[config.mk]
export PLATFORM = sky130hd
export DESIGN_NAME = bae_div
export DESIGN_NICKNAME = d
export VERILOG_FILES = /design/src/bae_pkg.sv /design/src/bae_div.sv
export SDC_FILE = /design/constraint.sdc
export NUM_CORES = 1
export LEC_CHECK = 0
export BUFFER_PORTS_ARGS = -buffer_cell sky130_fd_sc_hd__buf_2
export CAP_MARGIN = 40
export CORE_UTILIZATION = 35
export CTS_CLUSTER_SIZE = 14
export DETAILED_ROUTE_END_ITERATION = 8
export GPL_ROUTABILITY_DRIVEN = 0
export MAX_ROUTING_LAYER = met4
export SLEW_MARGIN = 20
export SYNTH_ARGS = -nofsm -noshare
export SYNTH_HDL_FRONTEND = slang
export SYNTH_SLANG_ARGS = --single-unit
[constraint.sdc]
create_clock -name clk -period 5.91 [get_ports clk]
set_clock_uncertainty 0.2 [all_clocks]
set_input_delay 0.591 -clock clk [delete_from_list [all_inputs] [get_ports clk]]
set_output_delay 0.591 -clock clk [all_outputs]
set_load 0.01 [all_outputs]
[src/bae_pkg.sv]
`default_nettype none
package bae_pkg;

	// register indexes on the configuration port
	localparam logic [1:0] REG_SAMPLES_PER_BLOCK = 2'd0;
	localparam logic [1:0] REG_VARIANCE_MODE     = 2'd1;
	localparam logic [1:0] REG_EXPECTED_VALUE    = 2'd2;

	localparam logic [15:0] SPB_RESET = 16'd1000;

	localparam logic signed [63:0] S64_MAX = 64'sh7FFF_FFFF_FFFF_FFFF;
	localparam logic signed [63:0] S64_MIN = -64'sh7FFF_FFFF_FFFF_FFFF - 64'sd1;

	// sequencer states
	typedef enum logic [3:0] {
		S_IDLE,
		S_TERM,
		S_ACC,
		S_DIV_MEAN,
		S_SQ_MEAN,
		S_CM_START,
		S_DIV_CM,
		S_DIV_MSQ,
		S_SQ_CM,
		S_DIV_Q,
		S_SQRT,
		S_OUT
	} state_t;

	typedef struct packed {
		logic signed [63:0] val;
		logic               ovf;
	} sadd_t;

	typedef struct packed {
		logic signed [63:0] val;
		logic               sat;
	} sq_t;

	// saturating 64-bit signed add
	function automatic sadd_t sat_add(input logic signed [63:0] a, input logic signed [63:0] b);
		logic signed [64:0] s;
		sadd_t r;
		s = {a[63], a} + {b[63], b};
		r.ovf = (s[64] != s[63]);
		if (r.ovf) begin
			r.val = s[64] ? S64_MIN : S64_MAX;
		end else begin
			r.val = s[63:0];
		end
		return r;
	endfunction

	// (v*v) >> 16 from the full 128-bit square, saturating to the int64 maximum
	function automatic sq_t sq16(input logic [127:0] p);
		sq_t r;
		r.sat = (p[127:79] != '0);
		r.val = r.sat ? S64_MAX : $signed(p[79:16]);
		return r;
	endfunction

	// magnitude of a signed 64-bit value
	function automatic logic [63:0] mag64(input logic signed [63:0] v);
		return v[63] ? (~v + 64'd1) : v;
	endfunction

	// divider control between sequencer and divider
	typedef struct packed {
		logic               start;
		logic signed [63:0] num;
		logic [15:0]        den;
	} div_req_t;

endpackage
`default_nettype wire

[src/bae_div.sv]
`default_nettype none
// Iterative signed 64 / unsigned 16 divider, one quotient bit a cycle,
// truncating toward zero. 64 iterations, then a sign fix-up.
module bae_div (
	input  wire logic             clk,
	input  wire logic             arst_n,
	input  wire bae_pkg::div_req_t req,
	output logic                  done,
	output logic signed [63:0]    quo
);
	import bae_pkg::*;

	logic        busy_q, fin_q, done_q, neg_q;
	logic [5:0]  cnt_q;
	logic [15:0] den_q, rem_q;
	logic [63:0] sh_q;
	logic signed [63:0] quo_q;
	logic [16:0] rem_sh;
	logic        fits;

	// one restoring step
	always_comb begin
		rem_sh = {rem_q, sh_q[63]};
		fits   = (rem_sh >= {1'b0, den_q});
	end

	// control
	always_ff @(posedge clk or negedge arst_n) begin
		if (!arst_n) begin
			busy_q <= 1'b0;
			fin_q  <= 1'b0;
			done_q <= 1'b0;
			cnt_q  <= '0;
		end else begin
			done_q <= fin_q;
			fin_q  <= 1'b0;
			if (req.start) begin
				busy_q <= 1'b1;
				cnt_q  <= '0;
			end else if (busy_q) begin
				cnt_q <= cnt_q + 6'd1;
				if (cnt_q == '1) begin
					busy_q <= 1'b0;
					fin_q  <= 1'b1;
				end
			end
		end
	end

	// datapath
	always_ff @(posedge clk) begin
		if (req.start) begin
			sh_q  <= mag64(req.num);
			neg_q <= req.num[63];
			den_q <= req.den;
			rem_q <= '0;
		end else if (busy_q) begin
			rem_q <= fits ? 16'(rem_sh - {1'b0, den_q}) : rem_sh[15:0];
			sh_q  <= {sh_q[62:0], fits};
		end
		if (fin_q) begin
			quo_q <= neg_q ? $signed(~sh_q + 64'd1) : $signed(sh_q);
		end
	end

	assign done = done_q;
	assign quo  = quo_q;

endmodule
`default_nettype wire

==> results by group, run 1 <==
Global routing
  – GR met3 Demand/Resource: 0.0360
  – First-pass GRT wire length: 37.4 mm
  – Largest net degree at the start of global routing: 94
  – Initial antenna violation count: 3
  – Overflow after GRT: 0
  – Met1 Track Usage GR: 0.238
  – Vias in the first global route: 6830
  – GRT Util Overall: 0.175
  – Most Crowded Layer GR: met2
  – M2 GR Usage: 0.262

Timing
  – Tcrit/Tclk final: 0.582
  – Final Max Slew Viols: 0
  – Final Hold Vio Count: 0
  – RSZ-0062 raised after global routing: no
  – PnR worst setup slack: 2.47 ns
  – Fin crit period: 3.44 ns
  – Max-slew headroom: 0.382
  – FMAX: 291 MHz
  – Final setup vio count: 0
  – Worst-margin pin slew: 0.919 ns
  – Final setup TNS: 0 ns

Die
  – Initial Utilization: 0.358
  – Die Area: 28400 um^2
  – Die width: 169 um
  – FP Rows: 60
  – Core ar.: 27100 um^2
  – I/O Pins: 148
  – Chip height: 169 um

Clock network
  – H-Tree Depth: 4
  – TritonCTS Buffers: 17
  – Clock sinks: 170
  – Setup bufs post-CTS: 0
  – CTS tree: done
  – Clock latency on the worst-skew pair: 0.43 ns
  – PostCTS Resize Cnt: 0
  – CTS Buffer Depth: 2
  – Clk slew on worst S/H paths: 0.07 ns
  – Post-CTS Hold Fix Bufs: 1
  – Root Buffer Master: clkbuf_16

Yosys
  – Yosys cell types: 59
  – Post-Synth Simple-Gate Area: 0.150
  – Largest family of logic cells by synthesized area: compound AO/OA/AOI/OAI gates
  – Cells after synthesis: 926
  – Main synth FF type: edfxtp_1
  – Area fraction in compound gates after synthesis: 0.152
  – Yosys warnings: 0
  – Synth Area in Adders: 0.0266
  – Mux cell area share after synthesis: 0.0115
  – Xor and xnor area share after synthesis: 0.125
  – Cell Area, Synth: 9700 um^2
  – Asr flop ratio synth: 0.0529
  – Mean Syn Cell Area: 10.5 um^2
  – Seq/Total Area, Yosys: 0.505
  – Syn_nets: 1029
  – Top cells by area, synth: edfxtp_1 (45%), xnor2_1 (6.4%), xor2_1 (6.1%), a21oi_1 (4.1%), nor2_1 (3.9%)
  – Number of flops mapped to enable cells by yosys: 145
  – Synth Register Bits: 170
  – Top cell type's share of synthesized area: 0.449
  – Area leader, netlist: edfxtp_1

Detailed routing
  – Iter 0 DRT Violations: 531
  – Final ANT Viol Nets: 0
  – Routed WL: 24.0 mm
  – DRC Markers: 0
  – Vias/cell: 5.16
  – Routed vias: 7462
  – WL/cell: 16.6 um
  – DR pass1 iterations: 5

Worst setup path
  – Crit path cell chain: or3_1, or4_1, nor3_1, nand3_1, o31ai_1, xnor2_1
  – Data arrival, critical path: 3.41 ns
  – Worst Path Required: 5.88 ns
  – Family with the most delay on the worst path: simple AND/OR/NAND/NOR gates
  – Crit start category: flop
  – Slowest library cell on the worst path: or4_1
  – CP Class: flop to flop
  – Nature of the critical path endpoint: flop
  – Crit path buffers/inverters: 0
  – Critical path's largest stage delay: 0.74 ns
  – Crit Path Max Fanout: 7

Power and ir drop
  – Pwr Total: 3040 uW
  – LEAKAGE: 0.00426 uW
  – Maximum VDD drop: 130 uV
  – Cell Pwr Density: 265 nW/um^2

Worst hold path
  – Min-Delay Path Class: input pin to flop

Placement
  – Number of port buffers: 147
  – Cells after DPL: 1407
  – Place WS: 2.10 ns
  – Hpwl dp: 17.1 mm

Final layout
  – Nets@finish: 1160
  – Share of post-route cells with drive strength above 1: 0.205
  – Final cell count without fillers: 1446
  – Post-layout util: 0.424
  – Commonest non-fill, non-tap cells in the layout: buf_2 (146), edfxtp_1 (145), nor2_1 (101)
  – Most common cell after layout, fill and taps aside: buf_2
  – Area delta synth->final: 18.5%

Status
  – Status: completed

Flow run
  – Number of max-cap violations: 0
-- through the flow --
step / cell area [um^2] / hold WS, ns
final: 11500 / 0.133
after global routing: 11500 / 0.116
after CTS: 11400 / 0.114
after detailed placement: 10800 / 0.258
after global placement: 10800 / 0.259
after floorplan: 9700 / 0.0954
-- logic make-up after synthesis --
family                     after synthesis
and+or+nand+nor                        284
xor gates and xnor gates               139
buffers and inverters                   75
DFF                                    170
muxes                                   11
adders and majority gates               20
AOI/OAI and AO/OA                      227
-- path summary, 6_finish.rpt --
kind	cells after the start	slack, ns	from	to
max in group asynchronous	2	4.94	arst_n	fin_q
min in group asynchronous	2	0.36	arst_n	done
min reg2reg	2	0.29	rem_q[12]	rem_q[12]
max	6	2.47	sh_q[5]	quo[51]
min	1	0.13	req[7]	den_q[7]
max reg2reg	6	2.47	sh_q[5]	quo[51]
-- layout make-up --
class / instances / area (um^2)
diodes: 4 / 10.0
repair buffers: 157 / 876
flip-flops and latches: 170 / 4900
multi-input cells: 681 / 4520
fillers: 2647 / 15600
inverters: 30 / 113
clock inverters: 15 / 188
well taps: 372 / 465
clock buffers: 17 / 425
-- worst reg2reg max path, delay by kind of cell, from the launching register on --
| family | cells | cell delay, ns |
|---|---|---|
| flops | 1 | 0.46 |
| xor+xnor | 1 | 0.12 |
| compound gates | 1 | 0.32 |
| simple gates | 4 | 2.08 |
-- layer usage --
layer	up-vias	wire length, um
li1	3681	-
met1	3527	11400
met2	227	10800
met3	27	1470
met4	0	385
met5	-	0
-- sequential cells by signal, summed over array words and instances (netlist names) --
signal	cells
quo	64
sh_q	64
den_q	16
rem_q	16
cnt_q	6
busy_q	1
done	1
fin_q	1
neg_q	1
-- cell usage after synthesis, drive strengths merged (7+ instances only) --
| cell | instances |
|---|---|
| or3 | 17 |
| edfxtp | 145 |
| mux2i | 10 |
| nand3 | 16 |
| or2 | 7 |
| ha | 19 |
| xor2 | 68 |
| a211oi | 11 |
| clkbuf | 42 |
| a21oi | 79 |
| o21ai | 55 |
| nand2 | 60 |
| nor4 | 13 |
| nor2 | 103 |
| dfrtp | 9 |
| nand2b | 12 |
| o41ai | 22 |
| or4 | 17 |
| nor3 | 16 |
| inv | 30 |
| dfxtp | 16 |
| o31ai | 36 |
| xnor2 | 71 |
-- power by group --
group	switching, uW	internal, uW	leakage [uW]
Clock	509	676	0.000304
Sequential	83.8	1410	0.00164
Combinational	199	170	0.00232
Total	792	2250	0.00426
No activity file was read; power rests on OpenSTA's default activity.
==> run 2: changes to the inputs <==
Settings changed: ABC_AREA set to 1.
Clock period 5.91 ns to 3.5 ns, I/O delays scaled along.
==> run 2 against run 1 <==
Against the previous run:
- the run now ends with design-rule violations left
- highest routed layer unchanged
- core utilization fell by 0.78 points
- largest cell class is now multi-input gates
- critical path type unchanged
- critical path depth grew 4
- clock power is 73% higher
- die area grew 22%
- sequential power grew 78%
==> results by group, run 2 <==
Status
  – Status: finished, violations left
  – Violated checks: design-rule violations

Detailed routing
  – WL/cell: 15.6 um
  – Iter 0 DRT Violations: 1000
  – DRC Markers: 2
  – Routed WL: 35.8 mm
  – DR pass1 iterations: 8
  – Vias/cell: 4.95
  – Routed vias: 11400
  – Final ANT Viol Nets: 0

Power and ir drop
  – LEAKAGE: 0.00619 uW
  – Maximum VDD drop: 244 uV
  – Cell Pwr Density: 483 nW/um^2

Timing
  – FMAX: 386 MHz
  – Final Hold Vio Count: 0
  – Fin crit period: 2.59 ns
  – Min Hold Slack: 0.0877 ns
  – Final Max Slew Viols: 0
  – Final setup TNS: 0 ns
  – Tcrit/Tclk final: 0.740
  – Max-slew headroom: 0.509
  – Final setup vio count: 0
  – RSZ-0062 raised after global routing: no
  – Worst-margin pin slew: 0.736 ns

Worst setup path
  – Crit start category: flop
  – Crit Path Max Fanout: 17
  – R2R depth: 10
  – CP Class: flop to flop
  – Worst Path Required: 3.48 ns
  – Nature of the critical path endpoint: flop
  – Data arrival, critical path: 2.57 ns

Final layout
  – Area delta synth->final: 17.2%
  – Most common cell after layout, fill and taps aside: nand2_1
  – Ant diodes: 0
  – Final Instance Area: 13900 um^2
  – Nets@finish: 1936
  – Share of post-route cells with drive strength above 1: 0.122
  – Fill cells: 3502
  – Final cell count without fillers: 2294
  – Commonest non-fill, non-tap cells in the layout: nand2_1 (577), nor2_1 (257), inv_1 (178)

Clock network
  – Setup bufs post-CTS: 0
  – Clock sinks: 170
  – PostCTS Resize Cnt: 0
  – Clock latency on the worst-skew pair: 0.45 ns
  – H-Tree Depth: 4
  – Clk slew on worst S/H paths: 0.07 ns
  – TritonCTS Buffers: 17
  – CTS Buffer Depth: 2
  – Root Buffer Master: clkbuf_16
  – CTS tree: done
  – Post-CTS Hold Fix Bufs: 17

Flow run
  – Number of max-cap violations: 0

Yosys
  – Yosys warnings: 0
  – Syn_nets: 1783
  – Top cell type's share of synthesized area: 0.366
  – Top cells by area, synth: edfxtp_1 (37%), nand2_1 (18%), nor2_1 (8.1%), inv_1 (5.7%), nand3_1 (5.7%)
  – Synth Register Bits: 170
  – Post-synth top cells: nand2_1 (577), nor2_1 (257), inv_1 (180)
  – Mean Syn Cell Area: 7.08 um^2
  – Cell Area, Synth: 11900 um^2
  – Area leader, netlist: edfxtp_1
  – Yosys cell types: 41
  – Asr flop ratio synth: 0.0529
  – Seq/Total Area, Yosys: 0.412
  – Number of flops mapped to enable cells by yosys: 145
  – Cells after synthesis: 1680
  – Main synth FF type: edfxtp_1
  – Count leader, synth: nand2_1

Placement
  – Cells after DPL: 2245
  – Number of port buffers: 147
  – Hpwl dp: 28.2 mm
  – Placed Area: 13100 um^2

Die
  – Chip height: 186 um
  – I/O Pins: 148
  – Die width: 186 um
  – Die Area: 34700 um^2
  – Initial Utilization: 0.355
  – FP Rows: 67
  – Core ar.: 33400 um^2

Worst hold path
  – Min-Delay Path Class: input pin to async pin

Global routing
  – Overflow after GRT: 0
  – Largest net degree at the start of global routing: 66
  – GRT Util Overall: 0.217
  – Vias in the first global route: 10200
  – Initial antenna violation count: 0
  – First-pass GRT wire length: 55.3 mm
run 2: cell count changes in the layout (fill, tap and decap cells not counted), moves of 29 or more:
| cell | previous run | this run |
|---|---|---|
| a21oi_1 | 79 | 22 |
| nand2_1 | 60 | 577 |
| nand3_1 | 14 | 135 |
| xnor2_1 | 71 | 17 |
| inv_1 | 29 | 178 |
| o31ai_1 | 36 | 3 |
| o21ai_0 | 54 | 87 |
| nor2_1 | 101 | 257 |
| nand3b_1 | 1 | 30 |
run 2: layout make-up:
cell class                      count  area, um^2  share of cell area
Multi-Input combinational cell   1290        6120               0.440
Sequential cell                   170        4900               0.352
Timing Repair Buffer              173        1020              0.0735
Inverter                          181         679              0.0488
Tap cell                          448         561              0.0402
Clock buffer                       18         429              0.0308
Clock inverter                     14         210              0.0151
run 2: worst max-delay path: stages, from the launching register on:
cell,delay [ns]
edfxtp_1,0.33
inv_1,0.04
ha_1,0.34
a21oi_1,0.20
nor2_1,0.06
nor3_1,0.17
nand2_1,0.12
nor2_4,0.42
nand2_4,0.25
nand2_1,0.11
o21ai_0,0.08
run 2: cell families after synthesis:
logic type      Yosys count  share of synthesized area
flops                   170                      0.412
compound gates          124                     0.0563
xor+xnor                 74                     0.0545
fa+ha+maj                20                     0.0217
buf+inv                 220                     0.0726
simple gates           1072                      0.383
run 2: worst paths after layout:
path	start	slack (ns)	endpoint
min in group clk	req[69]	0.11	sh_q[53]
max reg2reg	den_q[14]	0.91	sh_q[0]
min	arst_n	0.09	cnt_q[4]
min reg2reg	rem_q[3]	0.27	rem_q[3]
max	den_q[14]	0.91	sh_q[0]
max in group asynchronous	arst_n	2.81	fin_q
run 2: routing by layer:
metal,vias to the layer above,part of all wire,track usage,wire (um)
li1,5722,-,-,-
met1,5150,0.50,0.321,18000
met2,438,0.40,0.303,14400
met3,47,0.074,0.0271,2650
met4,0,0.022,0.0675,800
met5,-,0,-,0
run 2: through the flow:
| step | setup slack [ns] | util | total power (uW) |
|---|---|---|---|
| after floorplan | 0.944 | - | 4130 |
| after global placement | 0.829 | 0.392 | 4640 |
| after detailed placement | 0.814 | 0.392 | 4660 |
| after CTS | 0.920 | 0.416 | 6740 |
| after global routing | 0.652 | 0.416 | 7150 |
| final | 0.910 | 0.416 | 6730 |
run 2: report_power, final:
group | internal (uW) | total (uW) | leakage (uW) | switching, uW
Combinational | 724 | 2020 | 0.00418 | 1290
Sequential | 2450 | 2650 | 0.00169 | 200
Clock | 1220 | 2060 | 0.000312 | 842
==> run 3: changes to the inputs <==
Clock period 3.5 ns to 2.6 ns, I/O delays scaled along.
==> run 3 against run 2 <==
Against the previous run:
- the flow now finishes without violations
- first-iteration DRC count rose by 6.5%
- die area unchanged
- combinational power increased by 40%
- worst setup slack worse by 0.71 ns
- sequential power rose by 35%
- wire length up 1.4%
- cell count is 0.61% higher
- critical endpoint is now quo[62]
- largest power group unchanged
==> results by group, run 3 (same netlist as run 2, synthesis figures left out) <==
Final layout
  – Final Instance Area: 14000 um^2
  – Most common cell after layout, fill and taps aside: nand2_1
  – Ant diodes: 0
  – Seq. cell area: 4900 um^2
  – Commonest non-fill, non-tap cells in the layout: nand2_1 (577), nor2_1 (254), inv_1 (178)
  – Nets@finish: 1950
  – Area delta synth->final: 18.1%
  – Multi-input gate area in the final layout: 6160 um^2
  – Fill cells: 3501
  – Share of post-route cells with drive strength above 1: 0.131

Placement
  – Placed Area: 13200 um^2
  – Hpwl dp: 28.9 mm
  – Number of port buffers: 147

Clock network
  – TritonCTS Buffers: 17
  – Setup bufs post-CTS: 0
  – Clock latency on the worst-skew pair: 0.44 ns
  – CTS Buffer Depth: 2
  – H-Tree Depth: 4
  – Clock sinks: 170
  – Root Buffer Master: clkbuf_16
  – Clk slew on worst S/H paths: 0.07 ns
  – CTS tree: done

Timing
  – Min Hold Slack: 0.0167 ns
  – Max-slew headroom: 0.566
  – FMAX: 418 MHz
  – Final Hold Vio Count: 0
  – RSZ-0062 raised after global routing: no
  – Worst-margin pin slew: 0.646 ns
  – Final setup vio count: 0
  – Final Max Slew Viols: 0
  – Fin crit period: 2.40 ns
  – Tcrit/Tclk final: 0.921

Detailed routing
  – Routed vias: 11400
  – Iter 0 DRT Violations: 1065
  – Vias/cell: 4.94
  – WL/cell: 15.7 um
  – DRC Markers: 0
  – Routed WL: 36.3 mm
  – DR pass1 iterations: 8
  – Final ANT Viol Nets: 0

Power and ir drop
  – Cell Pwr Density: 642 nW/um^2
  – Clk network pwr share: 0.291
  – Switch Pwr: 3160 uW
  – LEAKAGE: 0.00624 uW
  – Share of power burned in registers: 0.396
  – Combinational Power Share: 0.313
  – Internal: 5850 uW
  – Maximum VDD drop: 445 uV
  – Switching Share: 0.350

Worst setup path
  – Reg-to-Reg Start: sh_q[0]
  – CP Class: flop to flop
  – Crit path cell chain: inv_1, ha_1, nand3_2, inv_1, nand3_1, nor2_2, nand2_1, nand2_1, nand2_1, nand2_1, o21ai_0
  – Nature of the critical path endpoint: flop
  – Crit start category: flop
  – Worst Path Required: 2.54 ns
  – Crit Path Max Fanout: 4
  – Slowest library cell on the worst path: edfxtp_1
  – Data arrival, critical path: 2.34 ns
  – Reg-to-reg slack, setup: 0.20 ns
  – Crit-path most repeated cell: nand2_1
  – Critical path's largest stage delay: 0.45 ns
  – R2R depth: 11
  – R2R Path End: quo[62]

Status
  – Status: completed

Worst hold path
  – Number of cells on the worst hold path: 4
  – Hold Crit Start: req[69]
  – Min-Delay Path Class: input pin to flop
  – Worst hold endpoint: sh_q[53]

Global routing
  – GRT Util Overall: 0.220
  – Initial antenna violation count: 0
  – Largest net degree at the start of global routing: 66
  – First-pass GRT wire length: 56.3 mm
  – Vias in the first global route: 10400
  – Overflow after GRT: 0

Die
  – Die width: 186 um
  – Chip height: 186 um
  – I/O Pins: 148
  – Core ar.: 33400 um^2
  – Die Area: 34700 um^2
  – FP Rows: 67
  – Initial Utilization: 0.355

Flow run
  – Number of max-cap violations: 0
## run 3: cell types whose count changed in the layout (fill, tap and decap cells not counted), moves of 2 or more
cell / before / now
clkinv_2: 1 / 3
buf_4: 5 / 17
nor2_2: 9 / 11
inv_8: 3 / 1
nor2_1: 257 / 254
## run 3: worst max path at each step
stage	start	end	slack, ns
after floorplan	req[80]	sh_q[0]	0.13
after global placement	sh_q[49]	quo[63]	-0.1
after detailed placement	sh_q[50]	quo[63]	-0.05
after CTS	sh_q[0]	quo[36]	0.05
after global routing	sh_q[0]	quo[63]	0.006
final	sh_q[0]	quo[62]	0.20
## run 3: repair_timing
action | CTS | global route
hold buffers | 18 | 0
gates cloned | 0 | 0
gates resized for setup | 2 | 7
endpoints found under the setup margin | 1 | 8
hold endpoints to repair | 25 | 0
## run 3: per-layer routing
layer	GRT usage	up-vias	part of all wire
met5	-	-	0
met4	0.0757	0	0.027
met3	0.0290	44	0.076
met2	0.303	463	0.40
met1	0.326	5161	0.49
li1	-	5739	-
## run 3: layout make-up
| class | instances | area share |
|---|---|---|
| multi-input cells | 1290 | 0.438 |
| flip-flops and latches | 170 | 0.349 |
| repair buffers | 187 | 0.0815 |
| inverters | 181 | 0.0484 |
| well taps | 448 | 0.0399 |
| clock buffers | 19 | 0.0308 |
| clock inverters | 13 | 0.0119 |
## run 3: through the flow
step           total power [uW]  TNS (ns)  instances   util  setup slack (ns)
2_1_floorplan              5560         0       1680      -             0.134
3_3_place_gp               6330    -0.132       2258  0.395           -0.0978
3_5_place_dp               6370   -0.0847       2258  0.395           -0.0451
4_1_cts                    9030         0       2308  0.419            0.0460
5_1_grt                    9570         0       2308  0.420           0.00609
6_report                   9010         0       2308  0.420             0.205
## run 3: power groups by stage
stage / clock (uW) / combinational (uW) / sequential, uW
2_1_floorplan: 0 / 2060 / 3510
3_3_place_gp: 0 / 2730 / 3600
3_5_place_dp: 0 / 2760 / 3610
4_1_cts: 2670 / 2800 / 3550
5_1_grt: 2770 / 3210 / 3590
6_report: 2620 / 2820 / 3570
## run 3: worst max-delay path: cells and delay by family (launching register included)
| kind | cells | cell delay, ns |
|---|---|---|
| flops | 1 | 0.45 |
| buf+inv | 2 | 0.29 |
| compound gates | 1 | 0.16 |
| simple gates | 7 | 0.75 |
| fa+ha+maj | 1 | 0.26 |
